==> config.mk <==
export PLATFORM = sky130hd
export DESIGN_NAME = time_base_generator
export DESIGN_NICKNAME = d
export VERILOG_FILES = /design/src/design/tbg_pkg.sv /design/src/design/tbg_regs.sv /design/src/design/tbg_core.sv /design/src/design/time_base_generator.sv
export SDC_FILE = /design/constraint.sdc
export NUM_CORES = 1
export LEC_CHECK = 0
export ABC_CLOCK_PERIOD_IN_PS = 6200
export BUFFER_PORTS_ARGS = -buffer_cell sky130_fd_sc_hd__buf_2
export CAP_MARGIN = 20
export CORE_MARGIN = 2
export CORE_UTILIZATION = 60
export CTS_BUF_LIST = sky130_fd_sc_hd__clkbuf_8 sky130_fd_sc_hd__clkbuf_16
export CTS_CLUSTER_DIAMETER = 80
export DETAILED_ROUTE_END_ITERATION = 12
export PLACE_DENSITY = 0.79
export SETUP_SLACK_MARGIN = 0.5
export SLEW_MARGIN = 10
export SYNTH_ARGS = -nofsm -noshare
export SYNTH_HDL_FRONTEND = slang
export SYNTH_SLANG_ARGS = --single-unit
==> constraint.sdc <==
create_clock -name clk -period 6.2 [get_ports clk]
set_clock_uncertainty 0.05 [all_clocks]
set_input_delay 0.31 -clock clk [delete_from_list [all_inputs] [get_ports clk]]
set_output_delay 0.31 -clock clk [all_outputs]
set_load 0.01 [all_outputs]
==> src/design/tbg_pkg.sv <==
// ----------------------------------------------------------------------------
// tbg_pkg: shared types and constants for the time base generator
// Holds the instruction codes, the request struct and the interval reset table.
// ----------------------------------------------------------------------------
package tbg_pkg;

    localparam int DATA_WIDTH        = 16;
    localparam int CFG_WIDTH         = 26;
    localparam int CFG_INDEX_WIDTH   = 4;
    localparam int RATE_SEL_WIDTH    = 3;
    localparam int MAX_RATES         = 8;
    localparam int DEF_COUNT_WIDTH   = 26;
    localparam int DEF_NUM_RATES     = 8;

    // Value that the overrun bit contributes to the accumulator word.
    localparam logic [DATA_WIDTH-1:0] ERR_WORD = 16'h0010;

    // Request kinds.
    localparam logic REQ_TICK = 1'b0;
    localparam logic REQ_IO   = 1'b1;

    // Interval reset values, one per rate select.
    localparam logic [CFG_WIDTH-1:0] INTERVAL_RESET [MAX_RATES] = '{
        26'd50, 26'd500, 26'd5000, 26'd50000,
        26'd500000, 26'd5000000, 26'd50000000, 26'd50000000
    };

    typedef enum logic [2:0] {
        OP_FLAG     = 3'd0,
        OP_SKIP_CLR = 3'd1,
        OP_SKIP_SET = 3'd2,
        OP_MERGE    = 3'd3,
        OP_LOAD     = 3'd4,
        OP_OUTPUT   = 3'd5,
        OP_CONTROL  = 3'd6,
        OP_NONE     = 3'd7
    } io_op_t;

    typedef struct packed {
        logic                  req_type;
        io_op_t                io_op;
        logic                  hold_clear;
        logic                  clear_select;
        logic [DATA_WIDTH-1:0] data_in;
    } tbg_req_t;

endpackage

==> src/design/tbg_regs.sv <==
// ----------------------------------------------------------------------------
// tbg_regs: interval register file
// Holds one interval per rate and returns the interval for the current rate
// select, clamped in index and saturated to the counter width.
// ----------------------------------------------------------------------------
module tbg_regs #(
    parameter int COUNT_WIDTH = tbg_pkg::DEF_COUNT_WIDTH,
    parameter int NUM_RATES   = tbg_pkg::DEF_NUM_RATES
) (
    input  logic                                 clk,
    input  logic                                 rst_n,
    input  logic                                 cfg_we,
    input  logic [tbg_pkg::CFG_INDEX_WIDTH-1:0]  cfg_index,
    input  logic [tbg_pkg::CFG_WIDTH-1:0]        cfg_data,
    input  logic [tbg_pkg::RATE_SEL_WIDTH-1:0]   rate_select,
    output logic [COUNT_WIDTH-1:0]               interval
);
    import tbg_pkg::*;

    localparam int IDX_W  = $clog2(NUM_RATES);
    localparam int WIDE_W = (COUNT_WIDTH > CFG_WIDTH) ? COUNT_WIDTH : CFG_WIDTH;

    logic [CFG_WIDTH-1:0] interval_reg [NUM_RATES];
    logic [IDX_W-1:0]     rd_idx;
    logic [WIDE_W-1:0]    iv_wide;
    logic [WIDE_W-1:0]    max_wide;

    always_ff @(posedge clk or negedge rst_n)
    begin
        if (!rst_n)
        begin
            for (int i = 0; i < NUM_RATES; i++)
            begin
                interval_reg[i] <= INTERVAL_RESET[i];
            end
        end
        else if (cfg_we && (cfg_index < CFG_INDEX_WIDTH'(NUM_RATES)))
        begin
            interval_reg[cfg_index[IDX_W-1:0]] <= cfg_data;
        end
    end

    // Rate selects past the last implemented rate use the last one.
    always_comb
    begin
        if ({1'b0, rate_select} >= (RATE_SEL_WIDTH + 1)'(NUM_RATES))
        begin
            rd_idx = IDX_W'(NUM_RATES - 1);
        end
        else
        begin
            rd_idx = rate_select[IDX_W-1:0];
        end
    end

    assign iv_wide  = WIDE_W'(interval_reg[rd_idx]);
    assign max_wide = WIDE_W'({COUNT_WIDTH{1'b1}});
    assign interval = (iv_wide > max_wide) ? COUNT_WIDTH'(max_wide) : COUNT_WIDTH'(iv_wide);

endmodule

==> src/design/tbg_core.sv <==
// ----------------------------------------------------------------------------
// tbg_core: clock state and result register
// Applies one request to the clock state and registers the result word.
// ----------------------------------------------------------------------------
module tbg_core #(
    parameter int COUNT_WIDTH = tbg_pkg::DEF_COUNT_WIDTH
) (
    input  logic                                clk,
    input  logic                                rst_n,
    input  logic                                item_valid,
    input  tbg_pkg::tbg_req_t                   item,
    output logic                                item_ready,
    input  logic [COUNT_WIDTH-1:0]              interval,
    output logic [tbg_pkg::RATE_SEL_WIDTH-1:0]  rate_select,
    output logic                                out_valid,
    input  logic                                out_ready,
    output logic [tbg_pkg::DATA_WIDTH-1:0]      data_out,
    output logic                                skip,
    output logic                                flag_out,
    output logic                                control_out,
    output logic                                error_out
);
    import tbg_pkg::*;

    logic [RATE_SEL_WIDTH-1:0] rate_select_reg, rate_select_next;
    logic                      control_reg, control_next;
    logic                      flag_reg, flag_next;
    logic                      error_reg, error_next;
    logic [COUNT_WIDTH-1:0]    countdown_reg, countdown_next;
    logic                      out_valid_reg;
    logic [DATA_WIDTH-1:0]     out_data_reg, out_data_next;
    logic                      out_skip_reg, out_skip_next;
    logic                      advance;

    assign item_ready = !out_valid_reg || out_ready;
    assign advance    = item_valid && item_ready;

    always_comb
    begin
        rate_select_next = rate_select_reg;
        control_next     = control_reg;
        flag_next        = flag_reg;
        error_next       = error_reg;
        countdown_next   = countdown_reg;
        out_data_next    = item.data_in;
        out_skip_next    = 1'b0;

        if (item.req_type == REQ_TICK)
        begin
            out_data_next = '0;
            if (control_reg)
            begin
                if (countdown_reg <= COUNT_WIDTH'(1))
                begin
                    // Expiry: an already set flag means the program missed one.
                    error_next     = error_reg | flag_reg;
                    flag_next      = 1'b1;
                    countdown_next = interval;
                end
                else
                begin
                    countdown_next = countdown_reg - COUNT_WIDTH'(1);
                end
            end
        end
        else
        begin
            unique case (item.io_op)
                OP_FLAG:     flag_next = 1'b1;
                OP_SKIP_CLR: out_skip_next = !flag_reg;
                OP_SKIP_SET: out_skip_next = flag_reg;
                OP_MERGE:    out_data_next = item.data_in | (error_reg ? ERR_WORD : '0);
                OP_LOAD:     out_data_next = error_reg ? ERR_WORD : '0;
                OP_OUTPUT:   rate_select_next = item.data_in[RATE_SEL_WIDTH-1:0];
                OP_CONTROL:
                begin
                    if (item.clear_select)
                    begin
                        control_next   = 1'b0;
                        countdown_next = '0;
                    end
                    else
                    begin
                        control_next   = 1'b1;
                        error_next     = 1'b0;
                        countdown_next = interval;
                    end
                end
                OP_NONE:     out_data_next = item.data_in;
                default:     out_data_next = item.data_in;
            endcase
            if (item.hold_clear && (item.io_op != OP_SKIP_CLR) && (item.io_op != OP_SKIP_SET))
            begin
                flag_next = 1'b0;
            end
        end
    end

    always_ff @(posedge clk or negedge rst_n)
    begin
        if (!rst_n)
        begin
            rate_select_reg <= '0;
            control_reg     <= 1'b0;
            flag_reg        <= 1'b1;
            error_reg       <= 1'b0;
            countdown_reg   <= '0;
            out_valid_reg   <= 1'b0;
        end
        else
        begin
            if (advance)
            begin
                rate_select_reg <= rate_select_next;
                control_reg     <= control_next;
                flag_reg        <= flag_next;
                error_reg       <= error_next;
                countdown_reg   <= countdown_next;
            end
            if (item_ready)
            begin
                out_valid_reg <= item_valid;
            end
        end
    end

    always_ff @(posedge clk)
    begin
        if (advance)
        begin
            out_data_reg <= out_data_next;
            out_skip_reg <= out_skip_next;
        end
    end

    assign rate_select = rate_select_reg;
    assign out_valid   = out_valid_reg;
    assign data_out    = out_data_reg;
    assign skip        = out_skip_reg;
    // State registers only change when a result is loaded, so they match it.
    assign flag_out    = flag_reg;
    assign control_out = control_reg;
    assign error_out   = error_reg;

    a_stopped_count_zero: assert property (@(posedge clk) disable iff (!rst_n)
        !control_reg |-> (countdown_reg == '0))
        else $error("countdown not zero while the clock is stopped");

    a_tick_result_zero: assert property (@(posedge clk) disable iff (!rst_n)
        (advance && (item.req_type == REQ_TICK)) |=> ((out_data_reg == '0) && !out_skip_reg))
        else $error("tick produced a nonzero data word or a skip");

    a_error_only_on_overrun: assert property (@(posedge clk) disable iff (!rst_n)
        $rose(error_reg) |-> $past(advance && (item.req_type == REQ_TICK) && flag_reg))
        else $error("overrun error set without an expiry on a set flag");

    a_control_set_restarts: assert property (@(posedge clk) disable iff (!rst_n)
        (advance && (item.req_type == REQ_IO) && (item.io_op == OP_CONTROL)
            && !item.clear_select) |=> (control_reg && !error_reg))
        else $error("control set did not start the clock and clear the error");

endmodule

==> src/design/time_base_generator.sv <==
// ----------------------------------------------------------------------------
// time_base_generator: programmable interval clock behind I/O instructions
// Counts time-base ticks down from a selectable interval, raises the device
// flag on each expiry and decodes the flag, skip, merge, load, output and
// control instructions of the host.
// ----------------------------------------------------------------------------
//
//   Channel   Direction  Handshake            Payload
//   --------  ---------  -------------------  -----------------------------------------
//   request   in         in_valid / in_ready  req_type, io_op, hold_clear, clear_select,
//                                             data_in
//   result    out        out_valid/out_ready  data_out, skip, flag_out, control_out,
//                                             error_out
//   config    in         cfg_we               cfg_index, cfg_data (no read-back)
//
// Every request, tick or instruction, yields exactly one result. A request
// is taken into an input register, applied to the clock state by one level
// of logic and registered in the result register once that register is
// empty or its result is being taken.
// Sustained rate is one request per cycle while out_ready is high. While a finished result waits for
// out_ready, the input register still takes one more request if it is empty;
// once it holds a request, in_ready stays low until the result is taken.
// Reset is asynchronous and active low; after it the flag is set, the clock
// is stopped, the intervals hold their defaults, and no result is pending.
//
// The countdown state is held in the core and updated only when a request
// moves from the input register into the result register, so a stall on the
// result side simply holds everything in place.
// ----------------------------------------------------------------------------
module time_base_generator #(
    parameter int COUNT_WIDTH = tbg_pkg::DEF_COUNT_WIDTH,
    parameter int NUM_RATES   = tbg_pkg::DEF_NUM_RATES
) (
    input  logic                                clk,
    input  logic                                rst_n,

    input  logic                                in_valid,
    output logic                                in_ready,
    input  logic                                req_type,
    input  logic [2:0]                          io_op,
    input  logic                                hold_clear,
    input  logic                                clear_select,
    input  logic [tbg_pkg::DATA_WIDTH-1:0]      data_in,

    output logic                                out_valid,
    input  logic                                out_ready,
    output logic [tbg_pkg::DATA_WIDTH-1:0]      data_out,
    output logic                                skip,
    output logic                                flag_out,
    output logic                                control_out,
    output logic                                error_out,

    input  logic                                cfg_we,
    input  logic [tbg_pkg::CFG_INDEX_WIDTH-1:0] cfg_index,
    input  logic [tbg_pkg::CFG_WIDTH-1:0]       cfg_data
);
    import tbg_pkg::*;

    tbg_req_t                  in_item_reg;
    logic                      in_valid_reg;
    logic                      core_ready;
    logic [COUNT_WIDTH-1:0]    interval;
    logic [RATE_SEL_WIDTH-1:0] rate_select;

    // The input register refills whenever it is empty or its request moves on.
    assign in_ready = !in_valid_reg || core_ready;

    always_ff @(posedge clk or negedge rst_n)
    begin
        if (!rst_n)
        begin
            in_valid_reg <= 1'b0;
        end
        else if (in_ready)
        begin
            in_valid_reg <= in_valid;
        end
    end

    always_ff @(posedge clk)
    begin
        if (in_valid && in_ready)
        begin
            in_item_reg.req_type     <= req_type;
            in_item_reg.io_op        <= io_op_t'(io_op);
            in_item_reg.hold_clear   <= hold_clear;
            in_item_reg.clear_select <= clear_select;
            in_item_reg.data_in      <= data_in;
        end
    end

    // Interval registers with rate select clamping and counter saturation.
    tbg_regs #(
        .COUNT_WIDTH (COUNT_WIDTH),
        .NUM_RATES   (NUM_RATES)
    ) u_regs (
        .clk         (clk),
        .rst_n       (rst_n),
        .cfg_we      (cfg_we),
        .cfg_index   (cfg_index),
        .cfg_data    (cfg_data),
        .rate_select (rate_select),
        .interval    (interval)
    );

    // Clock state, instruction decode and the result register.
    tbg_core #(
        .COUNT_WIDTH (COUNT_WIDTH)
    ) u_core (
        .clk         (clk),
        .rst_n       (rst_n),
        .item_valid  (in_valid_reg),
        .item        (in_item_reg),
        .item_ready  (core_ready),
        .interval    (interval),
        .rate_select (rate_select),
        .out_valid   (out_valid),
        .out_ready   (out_ready),
        .data_out    (data_out),
        .skip        (skip),
        .flag_out    (flag_out),
        .control_out (control_out),
        .error_out   (error_out)
    );

endmodule

==> impl_metrics.toml, run 1 <==
[logic_synthesis]
yosysUniqueCellTypes = 69
syn_avg_cell_area_um2 = 14.75
synth.net_count = 934
ys.flop_type = "dfrtp_1"
syn-cell-area_mm2 = 0.01291
synth_seq_cells = 281
syn_inst = 875
synthArstFlopShare_pct = 86.12
ys_seq_area_share_pct = 56.56
synth_edf_count = 39
synth_warnings = 0

[layout]
post-route-cell-area_mm2 = 0.01479
num-fill-cells = 1446
final_common_cell = "mux2_2"
drive_above_1_share_pct = 47.09
syn2layout_area_growth_pct = 14.55
fin_cells = 1273
antenna_cells = 0
largest_reg_flops = 208
layout_common_cells = "mux2_2 (215), dfrtp_1 (180), buf_2 (77)"
layout.nets = 1033

[route]
vias = 8081
drt-vias-per-instance = 6.348
antenna_left = 0
drt_iter0_drc = 483
wl_per_cell_um = 22.65
drc = 0
drt_pass1_iterations = 5
wl_mm = 28.83

[floorplan]
core-area_mm2 = 0.02109
die-area_mm2 = 0.02271
initial_utilization_pct = 61.22
io_pins = 79
placementRows = 53
die_w_um = 150.7
fp.dieH_um = 150.7

[power]
leakage_nw = 6.219
ir_drop_mv = 0.2812
power_density_mw_per_mm2 = 401.0
p_total_mw = 5.930

[placed_design]
place_ws_ns = 3.466
dp_cells = 1193
post-dp-hpwl_mm = 16.55
port_buffers = 78
place_area_mm2 = 0.01355
globalplace.congestion = 0.8542

[global_routing]
grt_pass1_vias = 8294
grt_use_total_pct = 26.07
overflow = 0
antenna_found_initial = 1
grt_max_degree = 107
grt_pass1_wl_mm = 45.18

[sta]
max-slew-margin-rel_pct = 23.20
min_period_over_period_pct = 46.34
hold_violations = 0
rsz0062_at_grt = "no"
finalSetupViolations = 0
drv_slew = 0
setup_slack_ns = 3.327
worst_pin_slew_ns = 1.152
tns_ns = 0
fin_crit_ns = 2.873
fmax_mhz = 348.0

[run]
maxCapViolCount = 0

[clock_network]
postCtsResizedCells = 0
tritoncts = "done"
cts_buffer_depth = 3
clock-root-buffer = "clkbuf_16"
path_clk_slew_ns = 0.06
cts.htree.levels = 1
cts_buffers = 30
insertion_delay_ns = 0.55
cts_sinks = 281

[critical_path]
cp_data_arrival_time_ns = 3.26
crit_type = "reg2reg"
critical_path_required_ns = 6.58
cp-end-kind = "register"
cp_max_fo = 7
startpoint_type = "register"

[status]
status = "finished, final reports clean"

[min_path]
hold_path.class = "in2reg"
[power by group]
part | switching (mW) | internal [mW] | leakage, nW | total (mW)
combinational | 0.640 | 0.780 | 2.42 | 1.42
clock | 0.721 | 1.06 | 0.542 | 1.78
sequential | 0.363 | 2.36 | 3.26 | 2.73
total | 1.72 | 4.21 | 6.22 | 5.93
[final cells by class]
type                       count  area (µm²)  area share, %
clock buffer                  38       872.1          5.897
timing repair buffer         117       753.2          5.094
inverter                       5       18.77         0.1269
sequential                   281        7307          49.41
tap                          275       344.1          2.327
multi-input combinational    539        5365          36.28
clock inverter                18       127.6         0.8630
[worst paths after layout]
path,from,end,slack (ns),cells past startpoint
worst max register to register,u_core.countdown_reg[0],u_core.countdown_reg[14],3.33,7
worst min-delay path,out_ready,in_valid_reg,0.04,3
worst min register to register,u_regs.interval_reg[59],u_regs.interval_reg[59],0.45,1
worst max-delay path,u_core.countdown_reg[0],u_core.countdown_reg[14],3.33,7
max in group asynchronous,rst_n,u_regs.interval_reg[206],4.32,3
min in group asynchronous,rst_n,u_core.rate_select[2],0.30,2
[synthesized netlist by cell type (4+ instances only)]
cell | count | area share [%]
mux2_2 | 215 | 19
buf_2 | 14 | 0.54
a21o_1 | 5 | 0.29
mux2i_1 | 40 | 3.1
nand2b_1 | 4 | 0.19
nor4_1 | 8 | 0.39
and2_1 | 20 | 0.97
o21ai_0 | 20 | 0.78
nand4_1 | 6 | 0.29
clkbuf_1 | 24 | 0.70
a22oi_1 | 10 | 0.58
a21oi_1 | 4 | 0.16
nand3b_1 | 5 | 0.29
dfrtp_1 | 182 | 35
dfstp_2 | 60 | 12
mux4_2 | 41 | 7.2
a31oi_1 | 6 | 0.29
edfxtp_1 | 39 | 9.1
nor4b_1 | 4 | 0.27
nor2_1 | 23 | 0.67
o2111ai_1 | 4 | 0.27
a221o_1 | 8 | 0.62
nor3_1 | 16 | 0.62
nand3_1 | 7 | 0.27
or3_1 | 5 | 0.24
nor2b_1 | 7 | 0.34
nand2_1 | 20 | 0.58
buf_1 | 6 | 0.17
[critical path, stage by stage, from the launching register on]
cell	delay (ns)
dfrtp_1	0.41
inv_1	0.10
ha_1	0.28
nor4b_1	0.57
nand2_1	0.34
or3_1	0.40
o311a_1	0.31
a211o_1	0.29
[stage by stage]
step	hold WS [ns]	util (%)
4_1_cts	0.03065	70.13
3_3_place_gp	0.3655	64.21
2_1_floorplan	-0.03559	-
6_report	0.03950	70.13
3_5_place_dp	0.3708	64.25
5_1_grt	0.04797	70.13
[kinds of logic (layout without fill, tap and decap cells)]
group / count (synthesis) / count (layout) / synth area share (%)
buffers and inverters: 55 / 178 / 1.996
adders and majority gates: 2 / 2 / 0.1938
and+or+nand+nor: 144 / 144 / 6.484
DFF: 281 / 281 / 56.56
AOI/OAI and AO/OA: 97 / 97 / 5.757
muxes: 296 / 296 / 29.01
[layer usage]
metal  up-vias  global-route usage [%]  part of all wire, %
met2       293                   43.91                   49
met5         -                       0                    0
met1      4175                   35.52                   42
li1       3551                       -                    -
met3        62                   3.848                  5.6
met4         0                   7.897                  3.0
[timing repair]
item	4_1_cts	5_1_grt
hold endpoints to repair	96	0
setup buffers	0	0
hold buffers	24	0
Power figures use the tool's default switching activity.
==> run 2, diff against run 1 <==
--- a/config.mk
+++ b/config.mk
@@ -5,15 +5,15 @@
 export SDC_FILE = /design/constraint.sdc
 export NUM_CORES = 1
 export LEC_CHECK = 0
-export ABC_CLOCK_PERIOD_IN_PS = 6200
+export ABC_CLOCK_PERIOD_IN_PS = 2300
 export BUFFER_PORTS_ARGS = -buffer_cell sky130_fd_sc_hd__buf_2
 export CAP_MARGIN = 20
 export CORE_MARGIN = 2
-export CORE_UTILIZATION = 60
+export CORE_UTILIZATION = 55
 export CTS_BUF_LIST = sky130_fd_sc_hd__clkbuf_8 sky130_fd_sc_hd__clkbuf_16
 export CTS_CLUSTER_DIAMETER = 80
 export DETAILED_ROUTE_END_ITERATION = 12
-export PLACE_DENSITY = 0.79
+export PLACE_DENSITY = 0.76
 export SETUP_SLACK_MARGIN = 0.5
 export SLEW_MARGIN = 10
 export SYNTH_ARGS = -nofsm -noshare
==> constraint.sdc (replaced) <==
create_clock -name clk -period 2.3 [get_ports clk]
set_clock_uncertainty 0.05 [all_clocks]
set_input_delay 0.115 -clock clk [delete_from_list [all_inputs] [get_ports clk]]
set_output_delay 0.115 -clock clk [all_outputs]
set_load 0.01 [all_outputs]
==> impl_metrics.toml, run 2 (synthesized netlist as in run 1, its figures left out) <==
[sta]
tns_ns = -0.1043
min_period_over_period_pct = 102.4
worst_pin_slew_ns = 0.6595
hold_slack_ns = 0.1229
fin_crit_ns = 2.355
hold_violations = 0
max-slew-margin-rel_pct = 56.04
rsz0062_at_grt = "yes"
setup_slack_ns = -0.05532
fmax_mhz = 424.6
drv_slew = 0
finalSetupViolations = 2

[layout]
fin_cells = 1451
largest_reg_flops = 208
antenna_cells = 0
post-route-cell-area_mm2 = 0.01670
drive_above_1_share_pct = 56.71
layout_common_cells = "mux2_2 (215), dfrtp_1 (177), buf_4 (82)"
final_common_cell = "mux2_2"
syn2layout_area_growth_pct = 29.33
layout.nets = 1168
fin_util_pct = 71.77

[route]
wl_mm = 32.37
drt_pass1_iterations = 6
drt_iter0_drc = 709
wl_per_cell_um = 22.31
drt-vias-per-instance = 6.064
antenna_left = 0
drc = 0
vias = 8799

[power]
leakage_nw = 7.015
power_density_mw_per_mm2 = 1084
ir_drop_mv = 0.8887
p_total_mw = 18.09

[global_routing]
grt_max_degree = 78
grt_pass1_vias = 8779
antenna_found_initial = 0
grt_use_total_pct = 24.95
grt_pass1_wl_mm = 47.67
overflow = 0

[clock_network]
insertion_delay_ns = 0.56
tritoncts = "done"
cts_buffer_depth = 3
cts.htree.levels = 1
path_clk_slew_ns = 0.06
cts_buffers = 29
clock-root-buffer = "clkbuf_16"
cts_sinks = 281

[critical_path]
cp-end-kind = "register"
cp_max_fo = 5
crit_top_cell = "buf_6"
critical_path_required_ns = 2.71
cp_data_arrival_time_ns = 2.76
path_buf_inv = 2
worstPathCellList = "or4_4, buf_6, buf_6, or3b_4, nor3_2, mux2i_1, o2bb2ai_1"
cpPeakStageDelay_ns = 0.55
startpoint_type = "register"
crit_type = "reg2reg"
cpLargestDelayFamily = "simple AND/OR/NAND/NOR gates"
crit_path_top_delay_cell = "or4_4"

[placed_design]
port_buffers = 78
post-dp-hpwl_mm = 18.32
globalplace.congestion = 1.013
place_ws_ns = 0.05279
place_area_mm2 = 0.01415
dp_cells = 1286

[status]
violations = "negative setup slack"
status = "finished, violations left"

[min_path]
hold_path.class = "in2async"

[floorplan]
initial_utilization_pct = 55.50
io_pins = 79
fp.dieH_um = 157.2
placementRows = 56
die_w_um = 157.2
core-area_mm2 = 0.02326
die-area_mm2 = 0.02471

[run]
maxCapViolCount = 0
==> run 2: cell types whose count changed in the layout (fill, tap and decap cells not counted), moves of 4 or more <==
cell	before	now
buf_4	15	82
dlygate4sd3_1	24	52
buf_6	0	17
buf_12	0	13
o21ai_0	20	9
o21ai_1	1	9
inv_1	16	10
mux2i_1	40	34
nor3_1	16	10
nor2_1	22	17
nor3_2	0	5
buf_8	1	5
mux2i_2	0	4
nand2_1	20	16
==> run 2: path summary, 6_finish.rpt <==
check	start	end	slack, ns	cells past startpoint
max in group asynchronous	rst_n	u_regs.interval_reg[19]	1.32	3
hold / removal	rst_n	u_core.rate_select[1]	0.12	2
setup / recovery	u_core.countdown_reg[2]	u_core.countdown_reg[15]	-0.06	7
hold reg to reg	u_regs.interval_reg[131]	u_regs.interval_reg[131]	0.45	1
min in group clk	cfg_index[2]	u_regs.interval_reg[85]	0.15	4
setup reg to reg	u_core.countdown_reg[2]	u_core.countdown_reg[15]	-0.06	7
==> run 2: metal layers <==
layer	part of all wire, %	track usage, %
met5	0	0
met4	3.4	7.359
met1	42	35.17
met3	5.9	4.075
met2	49	40.38
==> run 2: cell type report <==
class	instances	area, µm²
flip-flops and latches	281	7313
multi-input cells	541	5807
fillers	1500	6566
clock inverters	16	122.6
well taps	319	399.1
inverters	5	18.77
repair buffers	251	2186
clock buffers	38	849.6
==> run 2: timing repair <==
| action | CTS | global route |
|---|---|---|
| buffers inserted | 15 | 37 |
| hold endpoints to repair | 400 | 0 |
| gates resized for setup | 41 | 84 |
| cloned | 3 | 4 |
| hold buffers | 52 | 0 |
| pin swaps | 13 | 31 |
| setup endpoints to repair | 28 | 28 |
==> run 2: worst reg2reg max path, cell delays in order, from the launching register on <==
cell       delay (ns)
dfrtp_2          0.41
or4_4            0.55
buf_6            0.14
buf_6            0.11
or3b_4           0.47
nor3_2           0.17
mux2i_1          0.11
o2bb2ai_1        0.24
==> run 2: report_power, final <==
group / total [mW] / switching, mW / internal (mW) / leakage, nW
logic: 6.15 / 2.78 / 3.36 / 3.24
clock network: 4.71 / 1.92 / 2.79 / 0.518
registers: 7.23 / 0.856 / 6.38 / 3.25
total: 18.1 / 5.56 / 12.5 / 7.02
